===== src/rtl/itt_pkg.sv =====
// package for the three-channel interval timer: codes, types and constants
// no dependencies
`default_nettype none
package itt_pkg;
  localparam int unsigned NumChannels = 3;
  localparam int unsigned CountWidth = 20;

  typedef enum logic [1:0] {
    OP_WRITE   = 2'd0,
    OP_READ    = 2'd1,
    OP_GATE    = 2'd2,
    OP_ADVANCE = 2'd3
  } op_t;

  localparam logic [1:0] PORT_CONTROL = 2'd3;

  localparam logic [1:0] ACC_LATCH = 2'd0;
  localparam logic [1:0] ACC_LSB   = 2'd1;
  localparam logic [1:0] ACC_MSB   = 2'd2;
  localparam logic [1:0] ACC_BOTH  = 2'd3;

  // one queued command
  typedef struct packed {
    logic [1:0]  op;
    logic [1:0]  port;
    logic [7:0]  data;
    logic [15:0] ticks;
  } cmd_t;

  // one result beat
  typedef struct packed {
    logic [7:0] read_data;
    logic       is_out_event;
    logic [1:0] out_channel;
    logic       out_level;
    logic       last;
  } res_t;
endpackage
`default_nettype wire


===== src/rtl/itt_front.sv =====
// front end: two-entry command queue
// depends on itt_pkg
`default_nettype none
module itt_front (
  input  wire logic         clk,
  input  wire logic         rst,
  input  wire logic         in_valid,
  output logic              in_ready,
  input  wire itt_pkg::cmd_t in_cmd,
  output logic              q_valid,
  input  wire logic         q_ready,
  output itt_pkg::cmd_t     q_cmd
);
  itt_pkg::cmd_t mem [2];
  logic          wr_ptr;
  logic          rd_ptr;
  logic [1:0]    fill;
  logic          push;
  logic          pop;

  assign in_ready = (fill != 2'd2);
  assign q_valid  = (fill != 2'd0);
  assign q_cmd    = mem[rd_ptr];
  assign push     = in_valid && in_ready;
  assign pop      = q_valid && q_ready;

  // queue storage
  always_ff @(posedge clk) begin
    if (push) begin
      mem[wr_ptr] <= in_cmd;
    end
  end

  // pointers and fill count
  always_ff @(posedge clk) begin
    if (rst) begin
      wr_ptr <= 1'b0;
      rd_ptr <= 1'b0;
      fill   <= 2'd0;
    end else begin
      if (push) wr_ptr <= ~wr_ptr;
      if (pop)  rd_ptr <= ~rd_ptr;
      fill <= fill + {1'b0, push} - {1'b0, pop};
    end
  end
endmodule
`default_nettype wire


===== src/rtl/itt_back.sv =====
// back end: channel state, one command per cycle unless result beats wait,
// results to an output register; depends on itt_pkg
`default_nettype none
module itt_back #(
  parameter int unsigned NUM_CHANNELS = itt_pkg::NumChannels,
  parameter int unsigned COUNT_WIDTH  = itt_pkg::CountWidth
) (
  input  wire logic          clk,
  input  wire logic          rst,
  input  wire logic          q_valid,
  output logic               q_ready,
  input  wire itt_pkg::cmd_t q_cmd,
  output logic               res_valid,
  input  wire logic          res_ready,
  output itt_pkg::res_t      res
);
  localparam int unsigned W = COUNT_WIDTH;

  logic signed [W-1:0] cnt      [NUM_CHANNELS];
  logic [15:0]         reload   [NUM_CHANNELS];
  logic [15:0]         hold     [NUM_CHANNELS];
  logic [15:0]         latched  [NUM_CHANNELS];
  logic [NUM_CHANNELS-1:0] lvalid, bcd, lownext, pend, run, gate, outl;
  logic [2:0]          mode     [NUM_CHANNELS];
  logic [1:0]          acc      [NUM_CHANNELS];

  logic signed [W-1:0] cnt_next [NUM_CHANNELS];
  logic [15:0]         reload_next [NUM_CHANNELS];
  logic [15:0]         hold_next [NUM_CHANNELS];
  logic [15:0]         latched_next [NUM_CHANNELS];
  logic [NUM_CHANNELS-1:0] lvalid_next, bcd_next, lownext_next, pend_next;
  logic [NUM_CHANNELS-1:0] run_next, gate_next, outl_next;
  logic [2:0]          mode_next [NUM_CHANNELS];
  logic [1:0]          acc_next  [NUM_CHANNELS];

  // result staging: up to three beats
  itt_pkg::res_t       rbuf [3];
  logic [1:0]          rcnt;
  logic [1:0]          ridx;
  itt_pkg::res_t       nres [3];
  logic [1:0]          ncnt;
  logic                busy;
  logic                take;

  assign busy      = (rcnt != 2'd0);
  assign q_ready   = !busy || (res_ready && (ridx == rcnt - 2'd1));
  assign take      = q_valid && q_ready;
  assign res_valid = busy;
  assign res       = rbuf[ridx];

  // execute one command
  always_comb begin
    logic [1:0] sel, rl;
    logic [2:0] md;
    logic [7:0] rbyte;
    logic       low, g;
    logic [15:0] rv;
    logic signed [W+1:0] c, dec;
    logic signed [W+1:0] floorv;
    int unsigned ch;
    for (int i = 0; i < NUM_CHANNELS; i++) begin
      cnt_next[i] = cnt[i];   reload_next[i] = reload[i];
      hold_next[i] = hold[i]; latched_next[i] = latched[i];
      mode_next[i] = mode[i]; acc_next[i] = acc[i];
    end
    lvalid_next = lvalid; bcd_next = bcd; lownext_next = lownext;
    pend_next = pend; run_next = run; gate_next = gate; outl_next = outl;
    for (int k = 0; k < 3; k++) nres[k] = '0;
    ncnt   = 2'd0;
    sel    = q_cmd.data[7:6];
    rl     = q_cmd.data[5:4];
    md     = q_cmd.data[3:1];
    rbyte  = 8'd0;
    low    = 1'b0;
    g      = q_cmd.data[0];
    rv     = 16'd0;
    c      = '0;
    dec    = '0;
    floorv = -(signed'({{(W+1){1'b0}}, 1'b1} <<< (W-1)));
    ch     = 0;
    unique case (q_cmd.op)
      itt_pkg::OP_WRITE: begin
        if (q_cmd.port == itt_pkg::PORT_CONTROL) begin
          if (sel != 2'd3 && 32'(sel) < NUM_CHANNELS) begin
            ch = 32'(sel);
            if (rl == itt_pkg::ACC_LATCH) begin
              latched_next[ch] = cnt[ch][15:0];
              lvalid_next[ch] = 1'b1; lownext_next[ch] = 1'b1; pend_next[ch] = 1'b0;
            end else begin
              mode_next[ch] = (md >= 3'd6) ? {1'b0, md[1:0]} : md;
              bcd_next[ch] = q_cmd.data[0];
              acc_next[ch] = rl;
              pend_next[ch] = 1'b1;
              if (rl == itt_pkg::ACC_BOTH) lownext_next[ch] = 1'b1;
            end
          end
        end else if (32'(q_cmd.port) < NUM_CHANNELS) begin
          ch = 32'(q_cmd.port);
          low = (acc[ch] == itt_pkg::ACC_LSB) ||
                (acc[ch] == itt_pkg::ACC_BOTH && lownext[ch]);
          if (acc[ch] == itt_pkg::ACC_BOTH) lownext_next[ch] = ~lownext[ch];
          if (low) begin
            hold_next[ch] = {hold[ch][15:8], q_cmd.data};
          end else begin
            rv = {q_cmd.data, hold[ch][7:0]};
            hold_next[ch] = rv;
            reload_next[ch] = rv;
            if (pend[ch]) begin
              cnt_next[ch] = signed'(W'(rv - 16'd1));
              pend_next[ch] = 1'b0;
            end
          end
          if (outl[ch] != (mode[ch] != 3'd0)) begin
            outl_next[ch] = (mode[ch] != 3'd0);
            nres[0] = '{8'd0, 1'b1, 2'(ch), outl_next[ch], 1'b1};
            ncnt = 2'd1;
          end
        end
      end
      itt_pkg::OP_READ: begin
        if (32'(q_cmd.port) < NUM_CHANNELS && q_cmd.port != itt_pkg::PORT_CONTROL) begin
          ch = 32'(q_cmd.port);
          rv = lvalid[ch] ? latched[ch] : cnt[ch][15:0];
          low = (acc[ch] == itt_pkg::ACC_LSB) ||
                (acc[ch] == itt_pkg::ACC_BOTH && lownext[ch]);
          if (acc[ch] == itt_pkg::ACC_BOTH) lownext_next[ch] = ~lownext[ch];
          if (low) rbyte = rv[7:0];
          else begin
            rbyte = rv[15:8];
            lvalid_next[ch] = 1'b0;
          end
        end
        nres[0] = '{rbyte, 1'b0, 2'd0, 1'b0, 1'b1};
        ncnt = 2'd1;
      end
      itt_pkg::OP_GATE: begin
        if (32'(q_cmd.port) < NUM_CHANNELS && q_cmd.port != itt_pkg::PORT_CONTROL) begin
          ch = 32'(q_cmd.port);
          if (mode[ch] == 3'd0 || mode[ch] == 3'd2 || mode[ch] == 3'd3) run_next[ch] = g;
          else if ((mode[ch] == 3'd1 || mode[ch] == 3'd5) && !gate[ch] && g)
            run_next[ch] = 1'b1;
          if ((mode[ch] == 3'd2 || mode[ch] == 3'd3) && !g && !outl[ch]) begin
            outl_next[ch] = 1'b1;
            nres[0] = '{8'd0, 1'b1, 2'(ch), 1'b1, 1'b1};
            ncnt = 2'd1;
          end
          if (!gate[ch] && g) cnt_next[ch] = signed'(W'(reload[ch]));
          gate_next[ch] = g;
        end
      end
      default: begin
        // advance time, channels in order
        if (q_cmd.ticks != 16'd0) begin
          for (int i = 0; i < NUM_CHANNELS; i++) begin
            if (run[i]) begin
              if (mode[i] >= 3'd4 && !outl[i]) begin
                outl_next[i] = 1'b1;
                run_next[i] = 1'b0;
                cnt_next[i] = signed'(W'(17'd65535));
              end else begin
                dec = signed'((W+2)'(q_cmd.ticks));
                if (mode[i] == 3'd3) dec = dec <<< 1;
                c = (W+2)'(cnt[i]) - dec;
                if (c < floorv) c = floorv;
                if (c <= 0) begin
                  c = c + ((reload[i] == 16'd0) ? (W+2)'(65536) : (W+2)'(reload[i]));
                  if (mode[i] == 3'd0 || mode[i] == 3'd1) outl_next[i] = 1'b1;
                  else if (mode[i] == 3'd2) outl_next[i] = 1'b0;
                  else if (mode[i] == 3'd3) outl_next[i] = ~outl[i];
                end else begin
                  if (mode[i] == 3'd1 || mode[i] == 3'd4 || mode[i] == 3'd5)
                    outl_next[i] = 1'b0;
                  else if (mode[i] == 3'd2) outl_next[i] = 1'b1;
                end
                cnt_next[i] = c[W-1:0];
              end
              if (outl_next[i] != outl[i]) begin
                nres[ncnt] = '{8'd0, 1'b1, 2'(i), outl_next[i], 1'b0};
                ncnt = ncnt + 2'd1;
              end
            end
          end
          if (ncnt != 2'd0) nres[ncnt - 2'd1].last = 1'b1;
        end
      end
    endcase
  end

  // channel state
  always_ff @(posedge clk) begin
    if (rst) begin
      for (int i = 0; i < NUM_CHANNELS; i++) begin
        cnt[i] <= '0; reload[i] <= '0; hold[i] <= '0; latched[i] <= '0;
        mode[i] <= 3'd3; acc[i] <= itt_pkg::ACC_BOTH;
      end
      lvalid <= '0; bcd <= '0; lownext <= '1; pend <= '0;
      run <= '0; gate <= '0; outl <= '0;
    end else if (take) begin
      for (int i = 0; i < NUM_CHANNELS; i++) begin
        cnt[i] <= cnt_next[i]; reload[i] <= reload_next[i];
        hold[i] <= hold_next[i]; latched[i] <= latched_next[i];
        mode[i] <= mode_next[i]; acc[i] <= acc_next[i];
      end
      lvalid <= lvalid_next; bcd <= bcd_next; lownext <= lownext_next;
      pend <= pend_next; run <= run_next; gate <= gate_next; outl <= outl_next;
    end
  end

  // result buffer
  always_ff @(posedge clk) begin
    if (take) begin
      for (int k = 0; k < 3; k++) rbuf[k] <= nres[k];
    end
  end

  always_ff @(posedge clk) begin
    if (rst) begin
      rcnt <= 2'd0;
      ridx <= 2'd0;
    end else if (take) begin
      rcnt <= ncnt;
      ridx <= 2'd0;
    end else if (busy && res_ready) begin
      if (ridx == rcnt - 2'd1) begin
        rcnt <= 2'd0;
        ridx <= 2'd0;
      end else begin
        ridx <= ridx + 2'd1;
      end
    end
  end
endmodule
`default_nettype wire


===== src/rtl/interval_timer_three_channel.sv =====
// top level of the three-channel interval timer
// depends on itt_pkg, itt_front, itt_back
//
// channel  dir  tdata (low bit up)                 tuser/tlast
// s_axis   in   operation, port, data, tick_count  -
// m_axis   out  read_data, out_channel, out_level  tuser is_out_event, tlast last
//
// a command executes in the back end when it is taken; 0 to 3 result beats follow
// one per cycle while m_axis_tready is high, and the next command is taken with the last beat
// a two-entry queue lets the input take up to two beats while results stall
// synchronous reset brings every channel to mode 3, lsb/msb access, count zero
`default_nettype none
module interval_timer_three_channel #(
  parameter int unsigned NUM_CHANNELS = itt_pkg::NumChannels,
  parameter int unsigned COUNT_WIDTH  = itt_pkg::CountWidth
) (
  input  wire logic        clk,
  input  wire logic        rst,
  input  wire logic        s_axis_tvalid,
  output logic             s_axis_tready,
  input  wire logic [31:0] s_axis_tdata,  // operation, port, data, tick_count
  output logic             m_axis_tvalid,
  input  wire logic        m_axis_tready,
  output logic [15:0]      m_axis_tdata,  // read_data, out_channel, out_level, zero pad
  output logic             m_axis_tuser,  // is_out_event
  output logic             m_axis_tlast
);
  itt_pkg::cmd_t in_cmd, q_cmd;
  itt_pkg::res_t res;
  logic          q_valid, q_ready;

  assign in_cmd = '{s_axis_tdata[1:0], s_axis_tdata[3:2], s_axis_tdata[11:4],
                    s_axis_tdata[27:12]};

  itt_front u_front (
    .clk, .rst,
    .in_valid (s_axis_tvalid), .in_ready (s_axis_tready), .in_cmd,
    .q_valid, .q_ready, .q_cmd
  );

  itt_back #(.NUM_CHANNELS(NUM_CHANNELS), .COUNT_WIDTH(COUNT_WIDTH)) u_back (
    .clk, .rst, .q_valid, .q_ready, .q_cmd,
    .res_valid (m_axis_tvalid), .res_ready (m_axis_tready), .res
  );

  assign m_axis_tdata = {5'd0, res.out_level, res.out_channel, res.read_data};
  assign m_axis_tuser = res.is_out_event;
  assign m_axis_tlast = res.last;
endmodule
`default_nettype wire


===== config.mk =====
export PLATFORM = sky130hd
export DESIGN_NAME = interval_timer_three_channel
export DESIGN_NICKNAME = d
export VERILOG_FILES = /design/src/rtl/itt_pkg.sv /design/src/rtl/itt_front.sv /design/src/rtl/itt_back.sv /design/src/rtl/interval_timer_three_channel.sv
export SDC_FILE = /design/constraint.sdc
export NUM_CORES = 1
export LEC_CHECK = 0
export BUFFER_PORTS_ARGS = -buffer_cell sky130_fd_sc_hd__buf_4
export CORE_AREA = 2 2 253 255
export DETAILED_ROUTE_END_ITERATION = 8
export DIE_AREA = 0 0 255 257
export PLACE_DENSITY = 0.55
export SYNTH_ARGS = -nofsm -noshare
export SYNTH_HDL_FRONTEND = slang
export SYNTH_SLANG_ARGS = --single-unit

===== constraint.sdc =====
create_clock -name clk -period 9.5 [get_ports clk]
set_clock_uncertainty 0.05 [all_clocks]
set_input_delay 1.425 -clock clk [delete_from_list [all_inputs] [get_ports clk]]
set_output_delay 1.425 -clock clk [all_outputs]
set_load 0.02 [all_outputs]

==> After elaboration in Yosys (flattened, before gate mapping) <==
Memory sizes are Yosys's and may differ from the RTL's. A register that Yosys moved wholly into a read port is not among the register bits.
Cells that the tools add are included.
{ "word_totals": {"rom_bits": 0, "register_bits": 26, "mem_bits_rw": 314, "output_inout_bits": 20, "wordCells": 497, "n_memories": 8, "latch_bits": 0} }
{ "mem_list": {"columns": ["name", "words", "width", "rd", "rd_clocked_by_memory_dff", "write_ports", "line", "text"], "rows": [
  ["u_back.cnt", 3, 20, 5, 0, 3, "itt_back.sv:19", "logic signed [W-1:0] cnt [NUM_CHANNELS];"],
  ["u_front.mem", 2, 28, 1, 1, 1, "itt_front.sv:14", "itt_pkg::cmd_t mem [2];"],
  ["u_back.hold", 3, 16, 4, 0, 3, "itt_back.sv:21", "logic [15:0] hold [NUM_CHANNELS];"],
  ["u_back.latched", 3, 16, 4, 0, 3, "itt_back.sv:22", "logic [15:0] latched [NUM_CHANNELS];"],
  ["u_back.reload", 3, 16, 4, 0, 3, "itt_back.sv:20", "logic [15:0] reload [NUM_CHANNELS];"],
  ["u_back.rbuf", 3, 13, 1, 1, 3, "itt_back.sv:37", "itt_pkg::res_t rbuf [3];"],
  ["2 more memories", null, null, null, null, null, null, null]
]} }
{ "op_classes": {"n_bitwise": 41, "shifts": 0, "mux": 266, "div": 0, "n_addsub": 14, "n_eq_ne": 49, "n_lt_le_gt_ge": 26, "n_mul": 0, "reduce_logical": 80} }
{ "op_table": {"columns": ["op", "n"], "rows": [
  ["$mux 22", 27],
  ["$mux 48", 12],
  ["$mux 60", 7],
  ["$mux 39", 10],
  ["$mux 20", 13],
  ["$bwmux 48", 4],
  ["$mux 16", 12],
  ["$pmux 60 s3", 1],
  ["$bwmux 60", 2],
  ["$bwmux 39", 3],
  ["$mux 13", 8],
  ["$mux 17", 6],
  ["$mux 3", 33],
  ["$demux 13 s2", 3],
  ["$ge 33x3->1 const B", 2],
  ["$le 22x1->1 const B", 3],
  ["$lt 22x20->1 const B", 3],
  ["$lt 33x1->1 const B", 2],
  ["$not 2->33", 2],
  ["$sub 20x22->22", 3],
  ["$demux 16 s2", 2],
  ["$mux 1", 61],
  ["$add 20x20->20", 3],
  ["$mux 2", 25],
  ["62 further kinds", 229]
]} }

==> Logic depth before layout (Yosys ltp) <==
Gate-level depths: netlist of the first run.
An unclocked memory read counts as a cell.
{ "depth": {"ltp_word": 45, "mapped_depth": 39} }

==> Cells and area by module <==
Synthesis of the first run repeated with hierarchy kept, for this count alone.
{ "hier_totals": {"hier_cells": 2686, "hier_area_um2": 23311.1} }
{ "by_module_without_submodules": {"columns": ["module", "area_each_um2", "cells_per_inst", "instances"], "rows": [
  ["itt_back", 20908.8, 2569, 1],
  ["itt_front", 2361.0, 111, 1],
  ["interval_timer_three_channel", 41.3, 6, 1]
]} }

==> Worst setup path after synthesis of the first run <==
Ideal clock, no wire load.
{ "synth_path": {"kind": "reg-to-reg", "start": "register (tool-made name)", "end": "register u_back.rcnt[1]", "stages_incl_launch_ff": 33, "t_arrival_ps": 9001, "synth_period_minus_slack_ps": 9169, "setup_slack_ps": 331, "path_cell_list": "dfxtp_1 -> clkbuf_1 -> clkbuf_1 -> clkbuf_1 -> buf_1 -> mux2_2 -> o21ai_0 -> ha_1 -> nor3_1 -> or4b_2 -> and4_1 -> nor3_2 -> nor4_1 -> nor4b_2 -> mux2i_1 -> ha_1 -> inv_1 -> nand3_1 -> a211oi_1 -> nand3_1 -> or4_1 -> or4_1 -> nor4bb_1 -> and4b_1 -> o2111ai_1 -> and2_1 -> ha_1 -> nor2b_1 -> ha_1 -> a21oi_1 -> ha_1 -> mux2_2 -> a32o_1"} }
{ "synth_lines": {"columns": ["item", "line", "text"], "rows": [
  ["to (signal assigned)", "itt_back.sv:221", "rcnt <= ncnt;"],
  ["to (decl)", "itt_back.sv:38", "logic [1:0] rcnt;"]
]} }

==> results of run 1 <==
==> tightest hold or removal path: stages (launching register included) <==
cell and delay, ns:
dfxtp_1 0.31, o21ai_0 0.07, a21oi_1 0.06
==> worst paths after layout <==
kind                         end  cells past startpoint
setup reg to reg  u_back.rcnt[1]                     33
hold / removal         flip-flop                      2
hold reg to reg        flip-flop                      2
setup / recovery  u_back.rcnt[1]                     33
==> layout make-up <==
type	instances	share of cell area
Tap cell	846	0.0404
Multi-Input combinational cell	2255	0.529
Timing Repair Buffer	118	0.0343
Clock inverter	21	0.00831
Sequential cell	301	0.334
Inverter	75	0.0107
Clock buffer	50	0.0432
==> per-stage QoR <==
step / cells / util / instance area, um2 / setup WS, ns / hold slack, ns
floorplan: 2855 / - / 23700 / 0.331 / 0.392
global placement: 3594 / 0.396 / 24800 / 0.386 / 0.410
detailed placement: 3594 / 0.396 / 24800 / 0.236 / 0.424
CTS: 3665 / 0.417 / 26200 / 0.217 / 0.437
global route: 3666 / 0.418 / 26200 / 0.0969 / 0.473
finish: 3666 / 0.418 / 26200 / 0.603 / 0.438
==> synth_stat cells, types with 44 or more instances <==
library cell	count
inv_1	72
edfxtp_1	272
nor2b_1	48
a211oi_1	159
a21oi_1	238
o21ai_0	190
nand3_1	44
nor3_1	55
nand2_1	508
ha_1	121
mux2i_1	51
nor2_1	246
clkbuf_1	200
xnor2_1	47
==> cell families after synthesis <==
kind of cell               after synthesis
AOI/OAI and AO/OA                      879
xor gates and xnor gates                77
adders and majority gates              127
buffers and inverters                  299
DFF                                    301
muxes                                   85
other                                    1
and+or+nand+nor                       1082
==> routing by layer <==
layer	global-route usage	vias to the layer above	part of all wire
met2	0.397	947	0.44
met1	0.360	10674	0.43
met4	0.118	0	0.049
met3	0.0359	158	0.080
met5	0	-	0
li1	-	10326	-
==> registers in the layout (all words and copies together) (netlist names), 6 cells and up, named ones only <==
| signal | cells |
|---|---|
| u_back.cnt | 60 |
| u_back.rbuf | 21 |
| u_back.reload | 48 |
| u_back.latched | 48 |
| u_back.hold | 24 |
| u_back.acc | 6 |
| u_front.mem | 56 |
| u_back.mode | 9 |
==> cell usage in the layout (no fill, tap or decap), drive strengths merged, types with 56 or more instances in the layout <==
cell type / count
nand2: 508
edfxtp: 272
nor2: 247
a21oi: 239
o21ai: 195
a211oi: 160
ha: 121
buf: 118
inv: 76
nor3: 56
==> timing repair <==
action / 4_1_cts / 5_1_grt
buffers inserted: 0 / 1
gates resized for setup: 0 / 9
endpoints found under the setup margin: 0 / 15
hold endpoints to repair: 0 / 0
==> metrics.yaml, run 1 <==
status: "completed"
area_growth_pct: 10.8
cts_tree: "built"
numCtsBuffers: 39
critPathLaunchType: "flip-flop"
synth_seq_area_share: 0.370
finalCritPeriodShare: 0.937
root_buffer: "clkbuf_16"
ys_seq_elements: 301
diodes: 0
synth_top_family_by_area: "compound AO/OA/AOI/OAI gates"
gr-total-overflow: 0
synth_mux_area_frac: 0.0379
cts.sinks: 301
hold_violations: 0
cp.required_ns: 9.92
gp_congestion: 0.942
rsz0062_at_grt: "false"
relSlewSlack: 0.182
first_pass_iters: 5
clock.fmax_mhz: 112
end_kind: "flip-flop"
multiInputGateArea_um2: 13900
synthDistinctLibCells: 92
wl_um: 87000
grt_use_total: 0.259
yosys-top-cells-area: "edfxtp_1 (35%), nand2_1 (8.1%), ha_1 (6.4%), a211oi_1 (5.0%), a21oi_1 (5.0%)"
rows: 92
hp-class: "reg -> reg"
synth_edf_count: 272
synth_cells: 2851
avgSynthCellArea_um2: 8.29
synth_top_area_cell: "edfxtp_1"
crit_path_start: "u_back.mode[0][2]"
critPathArrivalTime_ns: 9.31
first_iter_violations: 2247
vias: 22105
path_buf_inv: 4
drv_slew: 0
h-tree-depth: 2
path_class: "reg -> reg"
io_pins: 56
grt_pass1_vias: 20378
cts.clk_slew.worst_paths_ns: 0.06
cpMostUsedCell: "ha_1"
final_antenna_net_count: 0
nets: 2953
drive_gt1_frac: 0.0943
holdBufCountCts: 0
path_max_fanout: 32
grt_max_degree: 93
async_flop_share: 0
grt_pass1_wl_um: 128000
port_buffers: 46
ys_dominant_reg_cell: "edfxtp_1"
avgRoutedWirePerCell_um: 23.7
finalSetupViolations: 0
period_minus_slack_ns: 8.90
synthSimpleGateAreaFrac: 0.205
synthAdderAreaFrac: 0.0691
yosys_warnings: 0
die_w_um: 255
critPathSlowestCell: "or4b_2"
cap_violations: 0
synth_area_um2: 23600
die_h_um: 257
cts.path.max_buffers: 3
regArea_um2: 8750
grt_antenna_before_repair: 0
dieArea_um2: 65500
synth-compound-area-share: 0.240
critPathTopFamily: "simple AND/OR/NAND/NOR gates"
fillers: 6267
clk_latency_ns: 0.58
r2r_slack_ns: 0.60
core_um2: 62700
initial_core_util: 0.377
vias_per_cell: 6.03
drc: 0
tightest_slew_ns: 1.21
r2r-start: "u_back.mode[0][2]"
synth_top_area_share: 0.346
hpwl_um: 63300
setup_tns_ns: 0
synthXorXnorAreaFrac: 0.0285
cpPeakStageDelay_ns: 0.64
Power of run 1 is not shown: default switching activity piles up to over one toggle a cycle in this logic, so the estimate is an artifact.
==> run 2: changes to the inputs <==
--- a/config.mk
+++ b/config.mk
@@ -9,7 +9,7 @@
 export CORE_AREA = 2 2 253 255
 export DETAILED_ROUTE_END_ITERATION = 8
 export DIE_AREA = 0 0 255 257
-export PLACE_DENSITY = 0.55
+export PLACE_DENSITY_LB_ADDON = 0.05
 export SYNTH_ARGS = -nofsm -noshare
 export SYNTH_HDL_FRONTEND = slang
 export SYNTH_SLANG_ARGS = --single-unit
==> constraint.sdc (replaced) <==
create_clock -name clk -period 9.5 [get_ports clk]
set_clock_uncertainty 0.05 [all_clocks]
set_input_delay 1.425 -clock clk [delete_from_list [all_inputs] [get_ports clk]]
set_output_delay 1.425 -clock clk [all_outputs]
set_load 0.05 [all_outputs]
==> run 2 against run 1 <==
Design area increased by 0.24%. Non-clock buffer count increased by 18. Worst hold slack got worse by 0.010 ns. Worst setup slack got worse by 0.14 ns. Global-route usage increased by 2.3 points. Sequential share of layout area decreased by 0.081 points. Die area unchanged. Via count increased by 0.84%. Register-to-register slack got worse by 0.14 ns. Critical path type unchanged.
==> metrics.yaml, run 2 (synthesis gave the netlist of run 1 again) <==
status: "completed"  # unchanged
area_growth_pct: 11.1  # was 10.8%
max_flop_register: "u_back.cnt"  # unchanged
cts.clk_slew.worst_paths_ns: 0.06  # about the same
die_w_um: 255  # unchanged
critPathArrivalTime_ns: 9.46  # was 9.31 ns
cp.required_ns: 9.93  # was 9.92 ns
grt_use_total: 0.282  # was 0.259
port_buffers: 46  # unchanged
largest_reg_flops: 60  # unchanged
stdcell_area_um2: 26300  # was 26,200 um2
first_pass_iters: 5  # unchanged
hp-class: "reg -> reg"  # unchanged
grt_pass1_wl_um: 138000  # was 128,000 um
die_h_um: 257  # unchanged
dieArea_um2: 65500  # unchanged
holdBufCountCts: 0  # unchanged
period_minus_slack_ns: 9.03  # was 8.90 ns
clock.fmax_mhz: 111  # was 112 MHz
cts.sinks: 301  # unchanged
end_kind: "flip-flop"  # unchanged
io_pins: 56  # unchanged
final_antenna_net_count: 0  # unchanged
hpwl_um: 67700  # was 63,300 um
drv_slew: 0  # unchanged
nets: 2972  # was 2,953
numCtsBuffers: 40  # was 39
cap_violations: 0  # unchanged
finalCritPeriodShare: 0.951  # was 0.937
avgRoutedWirePerCell_um: 25.5  # was 23.7 um
rows: 92  # unchanged
postCtsSetupRepairBufs: 0  # unchanged
initial_core_util: 0.377  # unchanged
core_um2: 62700  # unchanged
cpPeakStageDelay_ns: 0.67  # was 0.64 ns
final_common_cell: "nand2_1"  # unchanged
pre_cts_ws_ns: 0.103  # was 0.236 ns
placed_cell_area_um2: 25000  # was 24,800 um2
cpMostUsedCell: "ha_1"  # unchanged
utilization: 0.419  # was 0.418
hold_violations: 0  # unchanged
finalSetupViolations: 0  # unchanged
gp_congestion: 0.905  # was 0.942
grt_max_degree: 87  # was 93
relSlewSlack: 0.186  # was 0.182
tightest_slew_ns: 1.21  # about the same
post_cts_resized: 0  # unchanged
mostFrequentLayoutCells: "nand2_1 (507), edfxtp_1 (272), nor2_1 (241), a21oi_1 (237), o21ai_0 (190)"  # was nand2_1 (506), edfxtp_1 (272), nor2_1 (241), a21oi_1 (237), o21ai_0 (186)
cts_tree: "built"  # unchanged
root_buffer: "clkbuf_16"  # unchanged
top_regs: "u_back.cnt x60, u_front.mem x56"  # unchanged
path_max_fanout: 26  # was 32
rsz0062_at_grt: "false"  # unchanged
gr-total-overflow: 0  # unchanged
path_class: "reg -> reg"  # unchanged
grt_antenna_before_repair: 3  # was 0
vias: 22290  # was 22,105
first_iter_violations: 2095  # was 2,247
drive_gt1_frac: 0.100  # was 0.0943
vias_per_cell: 6.05  # was 6.03
critPathSlowestCell: "o21ai_0"  # was or4b_2
setup_ws_ns: 0.466  # was 0.603 ns
wl_um: 94000  # was 87,000 um
grt_pass1_vias: 20856  # was 20,378
setup_tns_ns: 0  # unchanged
clk_latency_ns: 0.58  # about the same
drc: 0  # unchanged
critPathLaunchType: "flip-flop"  # unchanged
h-tree-depth: 2  # unchanged
cts.path.max_buffers: 3  # unchanged
run 2: cell count changes in the layout (fill, tap and decap cells not counted), moves of 2 or more:
| cell | before | now |
|---|---|---|
| o21ai_1 | 7 | 3 |
| clkbuf_8 | 5 | 0 |
| clkinv_4 | 0 | 2 |
| clkbuf_16 | 42 | 40 |
| clkinv_1 | 12 | 4 |
| buf_4 | 117 | 134 |
| clkinv_2 | 3 | 10 |
| clkbuf_1 | 3 | 11 |
| o21ai_0 | 186 | 190 |
run 2: final timing paths:
path | start | end | depth (start not counted) | slack [ns]
worst min register to register | flip-flop | flip-flop | 2 | 0.43
worst min-delay path | flip-flop | flip-flop | 2 | 0.43
worst max register to register | flip-flop | u_back.rcnt[1] | 30 | 0.47
worst max-delay path | flip-flop | u_back.rcnt[1] | 30 | 0.47
run 2: layer usage:
layer | track usage | vias to the layer above | wire, um
met5 | 0 | - | 11
met4 | 0.0962 | 2 | 3260
met3 | 0.0509 | 144 | 7350
met2 | 0.443 | 899 | 42100
met1 | 0.389 | 10881 | 41300
li1 | - | 10364 | -
run 2: layout make-up:
type / count / area, um2
Clock buffer: 51 / 1040
Sequential cell: 301 / 8750
Antenna cell: 1 / 2.50
Fill cell: 6275 / 36500
Timing Repair Buffer: 136 / 1040
Inverter: 75 / 282
Tap cell: 846 / 1060
Multi-Input combinational cell: 2255 / 13900
Clock inverter: 21 / 205
run 2: through the flow:
step | cells | hold slack, ns
global placement | 3613 | 0.413
CTS | 3685 | 0.428
finish | 3686 | 0.428
floorplan | 2855 | 0.392
global route | 3685 | 0.458
detailed placement | 3613 | 0.416
run 2: worst max-delay path: cells and delay by family, from the launching register on:
kind | cells | cell delay, ns
and+or+nand+nor | 11 | 2.99
buffers and inverters | 5 | 1.05
AOI/OAI and AO/OA | 7 | 1.92
DFF | 1 | 0.56
muxes | 3 | 0.98
adders and majority gates | 4 | 1.32
Power of run 2 is left out for the same reason.
